`src/rtl/core/sst_pkg.sv`:
```
// Shared constants for the sorted stop table: table geometry, sentinel,
// status and mode codes. No dependencies; used by the top level.
package sst_pkg;

  localparam int NUM_SLOTS = 16;
  localparam int COL_W     = 15;
  localparam int STATUS_W  = 3;
  localparam int OUT_CNT_W = 4;
  localparam int IDX_W     = $clog2(NUM_SLOTS);

  localparam logic [COL_W-1:0] SENTINEL = COL_W'(32767);
  localparam logic [IDX_W-1:0] CNT_MAX  = IDX_W'(NUM_SLOTS - 1);

  localparam logic MODE_SET   = 1'b0;
  localparam logic MODE_CLEAR = 1'b1;

  localparam logic [STATUS_W-1:0] ST_ADDED   = 3'd0;
  localparam logic [STATUS_W-1:0] ST_PRESENT = 3'd1;
  localparam logic [STATUS_W-1:0] ST_FULL    = 3'd2;
  localparam logic [STATUS_W-1:0] ST_INVALID = 3'd3;
  localparam logic [STATUS_W-1:0] ST_REMOVED = 3'd4;
  localparam logic [STATUS_W-1:0] ST_ABSENT  = 3'd5;

  typedef enum logic [3:0] {
    S_IDLE = 4'b0001,
    S_RD   = 4'b0010,
    S_EV   = 4'b0100,
    S_DONE = 4'b1000
  } state_t;

endpackage

```
`src/rtl/core/sst_ram.sv`:
```
// Generic simple dual-port RAM: one write port, one read port with a
// registered read. No dependencies.
module sst_ram #(
  parameter int WIDTH = 8,
  parameter int DEPTH = 16
) (
  input  logic                     clk,
  input  logic                     wr_en,
  input  logic [$clog2(DEPTH)-1:0] wr_addr,
  input  logic [WIDTH-1:0]         wr_data,
  input  logic                     rd_en,
  input  logic [$clog2(DEPTH)-1:0] rd_addr,
  output logic [WIDTH-1:0]         rd_data
);

  logic [WIDTH-1:0] mem [DEPTH];

  always_ff @(posedge clk) begin
    if (wr_en) begin
      mem[wr_addr] <= wr_data;
    end
    if (rd_en) begin
      rd_data <= mem[rd_addr];
    end
  end

endmodule

```
`src/rtl/core/sorted_stop_table.sv`:
```
// Sorted stop table: keeps column stops in ascending order in a RAM.
// Uses sst_pkg and sst_ram.
//
// Usage: a request (in_mode, in_column) is taken when in_valid and
// in_ready are both high; in_mode 0 sets a stop, 1 clears it. Every
// request gives exactly one result (out_status, out_stop_count) on the
// out_ valid/ready channel, held until out_ready takes it.
// The real stops sit in RAM slots 0..count-1; the sentinel and zero
// padding behind them are implied by the stop count and never stored.
// One request is handled at a time. The sequencer walks the stops in
// ascending order, each slot in a read state (address) and then an
// evaluate state (compare and write back), shifting entries up or down
// in the same pass. A rejected column or a full table skips the walk
// and goes straight to the final state.
// in_ready is high only while the sequencer is idle.
// Reset empties the table at once (count zero); the RAM needs no clearing.
// A stalled receiver holds the result in the output register; the next
// request may be accepted meanwhile and waits in its final state until
// the output register frees.
module sorted_stop_table
  import sst_pkg::*;
(
  input  logic                clk,
  input  logic                rst_n,
  input  logic                in_valid,
  output logic                in_ready,
  input  logic                in_mode,
  input  logic [COL_W-1:0]    in_column,
  output logic                out_valid,
  input  logic                out_ready,
  output logic [STATUS_W-1:0] out_status,
  output logic [OUT_CNT_W-1:0] out_stop_count
);

  state_t                state_r, state_nxt;
  logic                  mode_r, mode_nxt;
  logic [COL_W-1:0]      col_r, col_nxt;
  logic [IDX_W-1:0]      idx_r, idx_nxt;
  logic [IDX_W-1:0]      count_r, count_nxt;
  logic                  moving_r, moving_nxt;
  logic [COL_W-1:0]      carry_r, carry_nxt;
  logic [STATUS_W-1:0]   status_r, status_nxt;
  logic                  out_valid_r, out_valid_nxt;
  logic [STATUS_W-1:0]   out_status_r, out_status_nxt;
  logic [OUT_CNT_W-1:0]  out_cnt_r, out_cnt_nxt;

  logic                  wr_en;
  logic [IDX_W-1:0]      wr_addr;
  logic [COL_W-1:0]      wr_data;
  logic                  rd_en;
  logic [COL_W-1:0]      rd_data;
  logic                  in_acc;

  sst_ram #(
    .WIDTH (COL_W),
    .DEPTH (NUM_SLOTS)
  ) u_slots (
    .clk     (clk),
    .wr_en   (wr_en),
    .wr_addr (wr_addr),
    .wr_data (wr_data),
    .rd_en   (rd_en),
    .rd_addr (idx_r),
    .rd_data (rd_data)
  );

  assign in_ready       = (state_r == S_IDLE);
  assign in_acc         = in_valid && in_ready;
  assign out_valid      = out_valid_r;
  assign out_status     = out_status_r;
  assign out_stop_count = out_cnt_r;

  always_comb begin
    state_nxt      = state_r;
    mode_nxt       = mode_r;
    col_nxt        = col_r;
    idx_nxt        = idx_r;
    count_nxt      = count_r;
    moving_nxt     = moving_r;
    carry_nxt      = carry_r;
    status_nxt     = status_r;
    out_valid_nxt  = out_valid_r;
    out_status_nxt = out_status_r;
    out_cnt_nxt    = out_cnt_r;
    wr_en          = 1'b0;
    wr_addr        = idx_r;
    wr_data        = carry_r;
    rd_en          = 1'b0;

    if (out_valid_r && out_ready) begin
      out_valid_nxt = 1'b0;
    end

    unique case (state_r)
      S_IDLE: begin
        if (in_acc) begin
          mode_nxt   = in_mode;
          col_nxt    = in_column;
          idx_nxt    = '0;
          moving_nxt = 1'b0;
          if (in_column >= SENTINEL) begin
            status_nxt = ST_INVALID;
            state_nxt  = S_DONE;
          end else if (in_mode == MODE_SET && count_r == CNT_MAX) begin
            status_nxt = ST_FULL;
            state_nxt  = S_DONE;
          end else begin
            state_nxt = S_RD;
          end
        end
      end

      S_RD: begin
        if (idx_r == count_r) begin
          // end of the real stops: finish the pass
          state_nxt = S_DONE;
          if (mode_r == MODE_SET) begin
            wr_en      = 1'b1;
            wr_data    = moving_r ? carry_r : col_r;
            count_nxt  = count_r + 1'b1;
            status_nxt = ST_ADDED;
          end else if (moving_r) begin
            count_nxt  = count_r - 1'b1;
            status_nxt = ST_REMOVED;
          end else begin
            status_nxt = ST_ABSENT;
          end
        end else begin
          rd_en     = 1'b1;
          state_nxt = S_EV;
        end
      end

      S_EV: begin
        idx_nxt   = idx_r + 1'b1;
        state_nxt = S_RD;
        if (mode_r == MODE_SET) begin
          if (moving_r) begin
            // shift up: drop the carried entry here, carry this one on
            wr_en     = 1'b1;
            wr_data   = carry_r;
            carry_nxt = rd_data;
          end else if (rd_data == col_r) begin
            status_nxt = ST_PRESENT;
            state_nxt  = S_DONE;
          end else if (rd_data > col_r) begin
            wr_en      = 1'b1;
            wr_data    = col_r;
            carry_nxt  = rd_data;
            moving_nxt = 1'b1;
          end
        end else begin
          if (moving_r) begin
            // shift down into the previous slot
            wr_en   = 1'b1;
            wr_addr = idx_r - 1'b1;
            wr_data = rd_data;
          end else if (rd_data == col_r) begin
            moving_nxt = 1'b1;
          end
        end
      end

      S_DONE: begin
        if (!out_valid_r || out_ready) begin
          out_valid_nxt  = 1'b1;
          out_status_nxt = status_r;
          out_cnt_nxt    = OUT_CNT_W'(count_r);
          state_nxt      = S_IDLE;
        end
      end

      default: begin
        state_nxt = S_IDLE;
      end
    endcase
  end

  always_ff @(posedge clk) begin
    if (!rst_n) begin
      state_r     <= S_IDLE;
      count_r     <= '0;
      out_valid_r <= 1'b0;
      moving_r    <= 1'b0;
    end else begin
      state_r     <= state_nxt;
      count_r     <= count_nxt;
      out_valid_r <= out_valid_nxt;
      moving_r    <= moving_nxt;
    end
  end

  always_ff @(posedge clk) begin
    mode_r       <= mode_nxt;
    col_r        <= col_nxt;
    idx_r        <= idx_nxt;
    carry_r      <= carry_nxt;
    status_r     <= status_nxt;
    out_status_r <= out_status_nxt;
    out_cnt_r    <= out_cnt_nxt;
  end

  // table never holds more stops than the slots behind the sentinel allow
  a_count_range: assert property (@(posedge clk) disable iff (!rst_n)
    count_r <= CNT_MAX)
    else $error("stop count out of range");

  // no write lands above the end of the stop list
  a_wr_bound: assert property (@(posedge clk) disable iff (!rst_n)
    wr_en |-> wr_addr <= count_r)
    else $error("slot write beyond stop list");

  // count moves only at the end of a scan pass
  a_count_step: assert property (@(posedge clk) disable iff (!rst_n)
    (count_r != count_nxt) |-> (state_r == S_RD && idx_r == count_r))
    else $error("stop count changed outside end of pass");

  // a result is loaded only from the final state
  a_out_load: assert property (@(posedge clk) disable iff (!rst_n)
    (out_valid_nxt && !(out_valid_r && !out_ready)) |-> state_r == S_DONE)
    else $error("result loaded outside final state");

endmodule
```
`config.mk`:
```
export PLATFORM = sky130hd
export DESIGN_NAME = sorted_stop_table
export DESIGN_NICKNAME = d
export VERILOG_FILES = /design/src/rtl/core/sst_pkg.sv /design/src/rtl/core/sst_ram.sv /design/src/rtl/core/sorted_stop_table.sv
export SDC_FILE = /design/constraint.sdc
export NUM_CORES = 1
export LEC_CHECK = 0
export BUFFER_PORTS_ARGS = -buffer_cell sky130_fd_sc_hd__buf_4
export CAP_MARGIN = 20
export CORE_MARGIN = 2
export CORE_UTILIZATION = 62
export CTS_CLUSTER_DIAMETER = 120
export DETAILED_ROUTE_END_ITERATION = 12
export GPL_ROUTABILITY_DRIVEN = 0
export GPL_TIMING_DRIVEN = 0
export PLACE_DENSITY = 0.84
export RECOVER_POWER = 100
export SYNTH_ARGS = -nofsm -noshare
export SYNTH_HDL_FRONTEND = slang
export SYNTH_SLANG_ARGS = --single-unit
```
`constraint.sdc`:
```
create_clock -name clk -period 3.44 [get_ports clk]
set_input_delay 0.516 -clock clk [delete_from_list [all_inputs] [get_ports clk]]
set_output_delay 0.516 -clock clk [all_outputs]
set_load 0.03 [all_outputs]
```
==> results of run 1 <==
[path summary, 6_finish.rpt]
path	cells past startpoint	slack, ns	to	from
worst max-delay path	8	-0.004	u_slots.mem[5][4]$_DFFE_PP_	u_slots.rd_data[14]$_DFFE_PP_
worst min-delay path	1	0.15	col_r[13]$_DFFE_PP_	in_column[13]
worst max register to register	8	-0.004	u_slots.mem[5][4]$_DFFE_PP_	u_slots.rd_data[14]$_DFFE_PP_
worst min register to register	0	0.42	out_status[1]$_DFFE_PP_	status_r[1]$_DFFE_PP_
[cell families (layout without fill, tap and decap cells)]
family	after synthesis	count (layout)	synth area share, %
xor+xnor	11	11	0.737
simple gates	138	138	5.24
compound gates	101	101	5.20
fa+ha+maj	20	20	1.97
flops	310	310	70.4
buf+inv	65	177	2.08
mux	92	92	14.4
[placed cells by master (no fill, tap or decap), types with 3 or more instances in the layout]
cell | netlist | routed
sky130_fd_sc_hd__and3_1 | 5 | 5
sky130_fd_sc_hd__nor3b_1 | 3 | 3
sky130_fd_sc_hd__a221oi_2 | 10 | 10
sky130_fd_sc_hd__o21ai_0 | 25 | 20
sky130_fd_sc_hd__nor3_1 | 19 | 20
sky130_fd_sc_hd__nor4_1 | 4 | 4
sky130_fd_sc_hd__mux4_2 | 75 | 75
sky130_fd_sc_hd__ha_1 | 19 | 19
sky130_fd_sc_hd__clkbuf_4 | 0 | 7
sky130_fd_sc_hd__xnor2_1 | 11 | 11
sky130_fd_sc_hd__nor2b_1 | 3 | 3
sky130_fd_sc_hd__a31oi_1 | 4 | 4
sky130_fd_sc_hd__o21ai_1 | 11 | 5
sky130_fd_sc_hd__nor2_1 | 47 | 30
sky130_fd_sc_hd__dfxtp_1 | 10 | 10
sky130_fd_sc_hd__a221oi_1 | 6 | 6
sky130_fd_sc_hd__buf_2 | 10 | 11
sky130_fd_sc_hd__nor4b_1 | 4 | 4
sky130_fd_sc_hd__clkbuf_16 | 0 | 30
sky130_fd_sc_hd__o21ai_4 | 0 | 9
sky130_fd_sc_hd__buf_4 | 2 | 28
sky130_fd_sc_hd__o22ai_1 | 4 | 4
sky130_fd_sc_hd__nor2_4 | 0 | 4
sky130_fd_sc_hd__clkinv_2 | 0 | 9
sky130_fd_sc_hd__mux2_2 | 15 | 15
sky130_fd_sc_hd__edfxtp_1 | 300 | 300
sky130_fd_sc_hd__nor2_2 | 0 | 13
sky130_fd_sc_hd__nand2_1 | 26 | 26
sky130_fd_sc_hd__nand4_1 | 6 | 6
sky130_fd_sc_hd__clkinv_1 | 0 | 6
sky130_fd_sc_hd__nand3_1 | 8 | 8
sky130_fd_sc_hd__a21o_1 | 4 | 4
sky130_fd_sc_hd__clkbuf_1 | 22 | 47
sky130_fd_sc_hd__bufinv_16 | 0 | 5
sky130_fd_sc_hd__a21oi_1 | 26 | 26
sky130_fd_sc_hd__inv_1 | 24 | 24
[area by class of cell]
class / count / area share (%)
multi-input combinational: 362 / 25.1
clock inverter: 22 / 1.70
clock buffer: 34 / 5.11
inverter: 25 / 0.626
timing repair buffer: 56 / 2.49
buffer: 40 / 1.21
tap: 275 / 2.30
sequential: 310 / 61.4
[power groups by stage]
| stage | registers (mW) | logic (mW) | clock network (mW) |
|---|---|---|---|
| 2_1_floorplan | 4.35 | 0.931 | 0 |
| 3_3_place_gp | 4.37 | 1.20 | 0 |
| 3_5_place_dp | 4.38 | 1.26 | 0 |
| 4_1_cts | 4.30 | 1.31 | 3.40 |
| 5_1_grt | 4.31 | 1.42 | 3.53 |
| 6_report | 4.30 | 1.34 | 3.38 |
[per-stage QoR]
step,instance area (sq um),setup slack [ns],util (%),hold WS (ns)
2_1_floorplan,13100,0.364,-,0.400
3_3_place_gp,13600,-0.650,65.3,0.406
3_5_place_dp,13800,-0.613,65.9,0.407
4_1_cts,15000,-0.00928,71.7,0.113
5_1_grt,15000,-0.0669,71.8,0.140
6_report,15000,-0.00430,71.8,0.151
[synth_stat cells (11+ instances only)]
cell | instances | area, sq um
sky130_fd_sc_hd__edfxtp_1 | 300 | 9010
sky130_fd_sc_hd__mux4_2 | 75 | 1690
sky130_fd_sc_hd__nor2_1 | 47 | 176
sky130_fd_sc_hd__a21oi_1 | 26 | 130
sky130_fd_sc_hd__nand2_1 | 26 | 97.6
sky130_fd_sc_hd__o21ai_0 | 25 | 125
sky130_fd_sc_hd__inv_1 | 24 | 90.1
sky130_fd_sc_hd__clkbuf_1 | 22 | 82.6
sky130_fd_sc_hd__ha_1 | 19 | 238
sky130_fd_sc_hd__nor3_1 | 19 | 95.1
sky130_fd_sc_hd__mux2_2 | 15 | 169
sky130_fd_sc_hd__o21ai_1 | 11 | 55.1
sky130_fd_sc_hd__xnor2_1 | 11 | 96.3
[worst max-delay path, stage by stage (launching register included)]
cell	delay, ns
sky130_fd_sc_hd__edfxtp_1	0.47
sky130_fd_sc_hd__ha_1	0.34
sky130_fd_sc_hd__nand3_1	0.09
sky130_fd_sc_hd__or3_1	0.42
sky130_fd_sc_hd__o21bai_1	0.23
sky130_fd_sc_hd__a211oi_2	0.52
sky130_fd_sc_hd__o22ai_1	0.35
sky130_fd_sc_hd__nor2_2	0.44
sky130_fd_sc_hd__buf_4	0.29
[what timing repair did]
| action | 4_1_cts | 5_1_grt |
|---|---|---|
| buffers inserted | 11 | 0 |
| hold buffers | 0 | 0 |
| pin swaps | 8 | 0 |
| endpoints found under the setup margin | 416 | 384 |
| gates resized for setup | 24 | 23 |
[state kept, by name, summed over array words and instances (netlist names)]
signal and cells:
idx_r 4, carry_r 15, out_stop_count 4, u_slots.mem 240, mode_r 1, status_r 3, moving_r 1, u_slots.rd_data 15
count_r 4, state_r 4, col_r 15, out_valid 1, out_status 3
[metal layers]
layer | global-route usage, % | vias to the layer above | share of wire (%) | wire [um]
met1 | 40.0 | 3805 | 36 | 11500
met4 | 11.2 | 0 | 3.8 | 1190
li1 | - | 3164 | - | -
met5 | 0 | - | 0 | 0
met2 | 48.3 | 662 | 49 | 15600
met3 | 4.71 | 114 | 11 | 3400
==> Implementation_results.wiki, run 1 <==
{| class="wikitable"
! Metric !! Value
|-
| Clock Pin Slew Worst Setup and Hold Paths || ~0.070 ns
|-
| Number of standard cells in the layout, taps in and fillers out || 1124
|-
| Post-Route WL || ~32000 um
|-
| Final Critical Period || 3.44 ns
|-
| Vias per inst || 6.89
|-
| Largest fanout on the critical path || 10
|-
| Total global routing track utilization || just under 30%
|-
| Syn Nets || 777
|-
| Filler cell count || 1226
|-
| Core outline area || 0.0209 sq mm
|-
| Die footprint || 0.0223 sq mm
|-
| Die Ht || 149 um
|-
| Critical path class || reg2reg
|-
| Synth unique cells || 49
|-
| Total leakage power || 4.89 nW
|-
| Final ANT Viol Nets || 0
|-
| Share of power burned in the clock network || 37.5%
|-
| Netlist area before placement || 0.0131 sq mm
|-
| Type of element launching the critical path || register
|-
| Status || complete, but fails checks
|-
| Seq/Total Area, Yosys || 70.4%
|-
| Number of ports placed on the die boundary || 29
|-
| Port-buffer cells || 28
|-
| Switching power share of the total || 25.1%
|-
| Count of max-cap constraint violations || 0
|-
| Final worst slack || -0.00430 ns
|-
| Vias || 7745
|-
| Initial antenna violation count || 0
|-
| Unrepaired setup endpoints after global routing || yes
|-
| Number of cells produced by synthesis || 737
|-
| Global-route wire length before repair || 47600 um
|-
| Data required, critical path || 3.70 ns
|-
| Count of routing violations after the opening detailed-route iteration || just over 1000
|-
| Number of global-route vias before repair || 7779
|-
| Area taken by multi-input logic gates || 0.00377 sq mm
|-
| Max Buffers Root-to-Sink || 3
|-
| Clock latency of the later-clocked register in the worst-skew pair || 0.58 ns
|-
| Clock tree sinks || 310
|-
| Number of enable flip-flop cells after synthesis || 300
|-
| Htree depth || 1
|-
| Diode count || 0
|-
| CTS Buf Count || 30
|-
| Fin crit share || 100%
|-
| Placed cell count || approximately 1100
|-
| Yosys warning count || 0
|-
| Drt first pass iters || 8
|-
| Mapped Avg Cell Area || ~18 sq um
|-
| Total power per unit cell area || 602 mW/mm^2
|-
| Combinational power share || ~15%
|-
| Type of the worst min-delay path || in2reg
|-
| Violations in the final reports || setup timing
|-
| Power Internal || slightly below 7 mW
|-
| Worst IR drop on VDD || 0.000426 V
|-
| CTS tree || built
|-
| Flop and latch count out of synthesis || 310
|-
| Global-route congestion overflow total || 0
|-
| Highest Clock Rate || slightly below 300 MHz
|-
| DPL Wire Length || 19600 um
|-
| Synth async-reset ratio || 0%
|-
| Final setup violating endpoints || 2
|-
| Final number of hold-violating endpoints || 0
|-
| Root buffer cell || sky130_fd_sc_hd__clkbuf_16
|-
| Avg WL per Cell || 28.2 um
|-
| Switching component of the power || about 2.3 mW
|-
| Top FF cell, synth || sky130_fd_sc_hd__edfxtp_1
|-
| Worst slew margin relative to its limit || 28.6%
|-
| Die outline width || 149 um
|-
| Fin Clk Skew || 0.0255 ns
|-
| Setup Total Neg Slack || -0.00839 ns
|-
| Initial core utilization || 62.6%
|-
| Pin count of the biggest net entering global routing || 17
|-
| Final nets || slightly below 900
|-
| Data arrival time of the worst path || 3.70 ns
|-
| Max-slew violations || 0
|-
| FF/Latch Area || 0.00921 sq mm
|-
| Share of total power in sequential cells || 47.7%
|-
| Cell Rows || 53
|-
| Overall power of the completed layout || 9.02 mW
|-
| Critical path endpoint category || register
|-
| Total DRC errors in the routed layout || 0
|-
| P&R area growth vs syn || 14.6%
|-
| Transition at the pin with the smallest max-transition slack || roughly 1.1 ns
|-
| Fraction of final layout cells with drive strength greater than 1 || a little over a quarter
|}
Note: power is estimated with default switching activity, not from simulation.
==> run 2: changes to the inputs <==
Settings changed: BUFFER_PORTS_ARGS -buffer_cell sky130_fd_sc_hd__buf_4 to -buffer_cell sky130_fd_sc_hd__buf_2, SYNTH_HIERARCHICAL from default to 1.
Clock period 3.44 ns to 3.52 ns, I/O delays scaled along.
==> run 2 against run 1 <==
Net effect: the run now ends clean; setup slack improved by 0.023 ns; final cell count is 3.0% higher; utilization increased by 0.072 points; critical path depth unchanged; clock skew fell by 0.0091 ns; clock power about the same; first-iteration DRC count shrank 20%; sequential cell count stayed put; largest power group unchanged; combinational power grew 60%.
==> Implementation_results.wiki, run 2 <==
{| class="wikitable"
! Metric !! Value
|-
| Filler cell count || 1245 (+1.5%)
|-
| Combinational power share || 21.5% (+6.7 points)
|-
| Global-route congestion overflow total || 0 (unchanged)
|-
| Detailed-routed wire length on met2 || 14800 um (-5.0%)
|-
| Type of the worst min-delay path || in2reg
|-
| Die Ht || 149 um (-0.21%)
|-
| Number of enable flip-flop cells after synthesis || 300 (unchanged)
|-
| Die footprint || 0.0222 sq mm (-0.43%)
|-
| Overall power of the completed layout || 9.98 mW (+11%)
|-
| Count of routing violations after the opening detailed-route iteration || 815 (-20%)
|-
| Type of element launching the critical path || register
|-
| Power Internal || 7.15 mW (+5.7%)
|-
| Largest register FFs || 240 (unchanged)
|-
| Transition at the pin with the smallest max-transition slack || 1.18 ns (+0.108 ns)
|-
| Data required, critical path || 3.72 ns (+0.02 ns)
|-
| CTS Buf Count || 31 (+3.3%)
|-
| Largest Register || u_slots/mem
|-
| Cells on worst reg2reg path || 8 (unchanged)
|-
| Port-buffer cells || 27 (-3.6%)
|-
| Fraction of final layout cells with drive strength greater than 1 || 17.8% (-9.2 points)
|-
| Cell types with the highest counts after synthesis || sky130_fd_sc_hd__edfxtp_1, sky130_fd_sc_hd__nand2_1, sky130_fd_sc_hd__mux4_2, sky130_fd_sc_hd__o21ai_0, sky130_fd_sc_hd__nand4_1
|-
| Post-Route WL || 30000 um (-5.6%)
|-
| Root buffer cell || sky130_fd_sc_hd__clkbuf_16
|-
| Metal-1 WL || 11300 um (-2.2%)
|-
| DPL Wire Length || 18700 um (-4.5%)
|-
| Top library cells by usage in the layout, fill and taps aside || sky130_fd_sc_hd__edfxtp_1, sky130_fd_sc_hd__clkbuf_1, sky130_fd_sc_hd__nand2_1
|-
| Total leakage power || 4.97 nW (+1.6%)
|-
| Setup Total Neg Slack || 0 ns (+0.00839 ns)
|-
| Number of ports placed on the die boundary || 29 (unchanged)
|-
| Total met3 wirelength after detailed routing || 2980 um (-12%)
|-
| Top FF cell, synth || sky130_fd_sc_hd__edfxtp_1
|-
| Flop and latch count out of synthesis || 310 (unchanged)
|-
| Final setup violating endpoints || 0 (-2)
|-
| Global-route wire length before repair || 44900 um (-5.8%)
|-
| Ranking of synthesized cells by area || sky130_fd_sc_hd__edfxtp_1, sky130_fd_sc_hd__mux4_2, sky130_fd_sc_hd__mux4_1
|-
| Final number of hold-violating endpoints || 0 (unchanged)
|-
| Avg WL per Cell || 25.9 um (-8.4%)
|-
| Netlist area before placement || 0.0130 sq mm (-0.44%)
|-
| Cell Rows || 53 (unchanged)
|-
| Share of total power in sequential cells || 45.0% (-2.7 points)
|-
| Clock latency of the later-clocked register in the worst-skew pair || 0.57 ns (about the same)
|-
| Max-slew violations || 0 (unchanged)
|-
| Critical path class || reg2reg
|-
| Worst IR drop on VDD || 0.000514 V (+21%)
|-
| Highest Clock Rate || 286 MHz (-1.6%)
|-
| Mapped Avg Cell Area || 16.8 sq um (-5.4%)
|-
| Synth unique cells || 52 (+6.1%)
|-
| Diode count || 0 (unchanged)
|-
| Die outline width || 149 um (-0.21%)
|-
| Total global routing track utilization || 27.3% (-2.0 points)
|-
| Critical path endpoint category || register
|-
| Most frequent cell after synthesis || sky130_fd_sc_hd__edfxtp_1
|-
| Reg2Reg Capture Point || u_slots/mem[9][12]$_DFFE_PP_
|-
| Seq/Total Area, Yosys || 70.7% (+0.31 points)
|-
| Initial antenna violation count || 0 (unchanged)
|-
| Uppermost metal layer occupied by signal nets || met4
|-
| Number of global-route vias before repair || 7615 (-2.1%)
|-
| Syn Nets || 816 (+5.0%)
|-
| Final Critical Period || 3.50 ns (+0.0572 ns)
|-
| Total power per unit cell area || 667 mW/mm^2 (+11%)
|-
| Minimum setup slack among reg-to-reg paths || 0.02 ns (+0.02 ns)
|-
| Most common library cell in the layout ignoring fill and taps || sky130_fd_sc_hd__edfxtp_1
|-
| Critical path capture point || u_slots/mem[9][12]$_DFFE_PP_
|-
| Startpoint of the worst setup timing path || state_r[3]$_SDFFE_PN0P_
|-
| Number of cells produced by synthesis || 776 (+5.3%)
|-
| Final nets || 898 (+3.8%)
|-
| Synth async-reset ratio || 0% (unchanged)
|-
| Drt first pass iters || 7 (-1)
|-
| Vias per inst || 6.65 (-3.5%)
|-
| Minimum setup slack after placement || -0.498 ns (+0.115 ns)
|-
| Vias || 7697 (-0.62%)
|-
| Switching power share of the total || 28.4% (+3.4 points)
|-
| Fin crit share || 99.5% (-0.65 points)
|-
| Final worst slack || 0.0185 ns (+0.0228 ns)
|-
| Count of max-cap constraint violations || 0 (unchanged)
|-
| Pin count of the biggest net entering global routing || 19 (+2)
|-
| Share of power burned in the clock network || 33.5% (-4.0 points)
|-
| Minimum hold slack || 0.166 ns (+0.0158 ns)
|-
| P&R area growth vs syn || 14.9%
|-
| Largest fanout on the critical path || 15 (+5)
|-
| Final ANT Viol Nets || 0 (unchanged)
|-
| Synth top area share || 69.2% (+0.30 points)
|-
| Fin Clk Skew || 0.0164 ns (-0.00911 ns)
|-
| Data arrival time of the worst path || 3.70 ns (about the same)
|-
| Total DRC errors in the routed layout || 0 (unchanged)
|-
| Core outline area || 0.0208 sq mm (-0.32%)
|-
| Max Buffers Root-to-Sink || 3 (unchanged)
|-
| Switching component of the power || 2.84 mW (+25%)
|-
| Clock tree sinks || 310 (unchanged)
|-
| Cell type with the highest aggregate area in the netlist || sky130_fd_sc_hd__edfxtp_1
|-
| Htree depth || 1 (unchanged)
|-
| Initial core utilization || 62.5% (-0.077 points)
|-
| Clock Pin Slew Worst Setup and Hold Paths || 0.06 ns (about the same)
|-
| CTS tree || built
|-
| FF-to-FF Start || state_r[3]$_SDFFE_PN0P_
|-
| Status || finished clean
|-
| Share of the core filled with cells || 71.8% (+0.072 points)
|-
| Worst slew margin relative to its limit || 21.4% (-7.2 points)
|-
| Yosys warning count || 6 (+6)
|}
-- run 2: cell count changes in the layout (fill, tap and decap cells not counted), sizes merged, moves of 21 or more --
cell	before	now
nand3	8	33
a22oi	0	30
nand4	6	35
nor2	47	26
nand2	26	53
-- run 2: final cells by class --
class	count	area, sq um	area share (%)
Clock inverter	22	244	1.63
Buffer	40	201	1.35
Clock buffer	36	795	5.31
Tap cell	275	344	2.30
Inverter	33	124	0.828
Multi-Input combinational cell	393	3680	24.6
Timing Repair Buffer	49	360	2.41
Sequential cell	310	9210	61.6
-- run 2: cell families after synthesis --
| logic type | share of synthesized area (%) |
|---|---|
| simple gates | 8.49 |
| fa+ha+maj | 1.98 |
| mux | 10.9 |
| compound gates | 4.52 |
| xor+xnor | 0.875 |
| flops | 70.7 |
| buf+inv | 2.50 |
-- run 2: layer usage --
metal / vias to the layer above / track usage (%)
met5: - / 0
met2: 508 / 45.0
met3: 81 / 4.65
li1: 3272 / -
met1: 3836 / 37.8
met4: 0 / 8.81
-- run 2: metrics by stage --
stage | cell area [sq um] | std cells
floorplan | 13000 | 776
global placement | 13500 | 1078
detailed placement | 13700 | 1088
CTS | 14800 | 1149
global route | 15000 | 1158
finish | 15000 | 1158
-- run 2: how the worst min path moves through the flow --
stage	from	endpoint	cells after the start	slack [ns]
2_1_floorplan	status_r[0]$_DFFE_PP_	out_status[0]$_DFFE_PP_	0	0.40
3_3_place_gp	status_r[1]$_DFFE_PP_	out_status[1]$_DFFE_PP_	0	0.40
3_5_place_dp	status_r[0]$_DFFE_PP_	out_status[0]$_DFFE_PP_	0	0.41
4_1_cts	in_column[3]	col_r[3]$_DFFE_PP_	1	0.13
5_1_grt	in_column[5]	col_r[5]$_DFFE_PP_	1	0.18
6_report	in_column[3]	col_r[3]$_DFFE_PP_	1	0.17
-- run 2: timing repair --
| item | 4_1_cts | 5_1_grt |
|---|---|---|
| pin swaps | 3 | 8 |
| setup buffers | 3 | 9 |
| hold buffers | 0 | 0 |
| endpoints found under the setup margin | 199 | 363 |
| resized for setup | 16 | 18 |
-- run 2: worst max-delay path, stage by stage, from the launching register on --
cell and delay (ns):
sky130_fd_sc_hd__dfxtp_1 0.37, sky130_fd_sc_hd__or4b_2 0.74, sky130_fd_sc_hd__clkbuf_1 0.35, sky130_fd_sc_hd__nor4_2 0.39, sky130_fd_sc_hd__a221o_1 0.34, sky130_fd_sc_hd__buf_4 0.17
sky130_fd_sc_hd__nand3b_1 0.07, sky130_fd_sc_hd__buf_4 0.21, sky130_fd_sc_hd__nor2_4 0.47
-- run 2: power by group through the flow --
stage | clock network [mW] | registers [mW] | logic (mW)
after floorplan | 0 | 4.51 | 1.43
after global placement | 0 | 4.55 | 1.91
after detailed placement | 0 | 4.55 | 2.01
after CTS | 3.38 | 4.48 | 2.08
after global routing | 3.51 | 4.50 | 2.30
final | 3.35 | 4.49 | 2.15
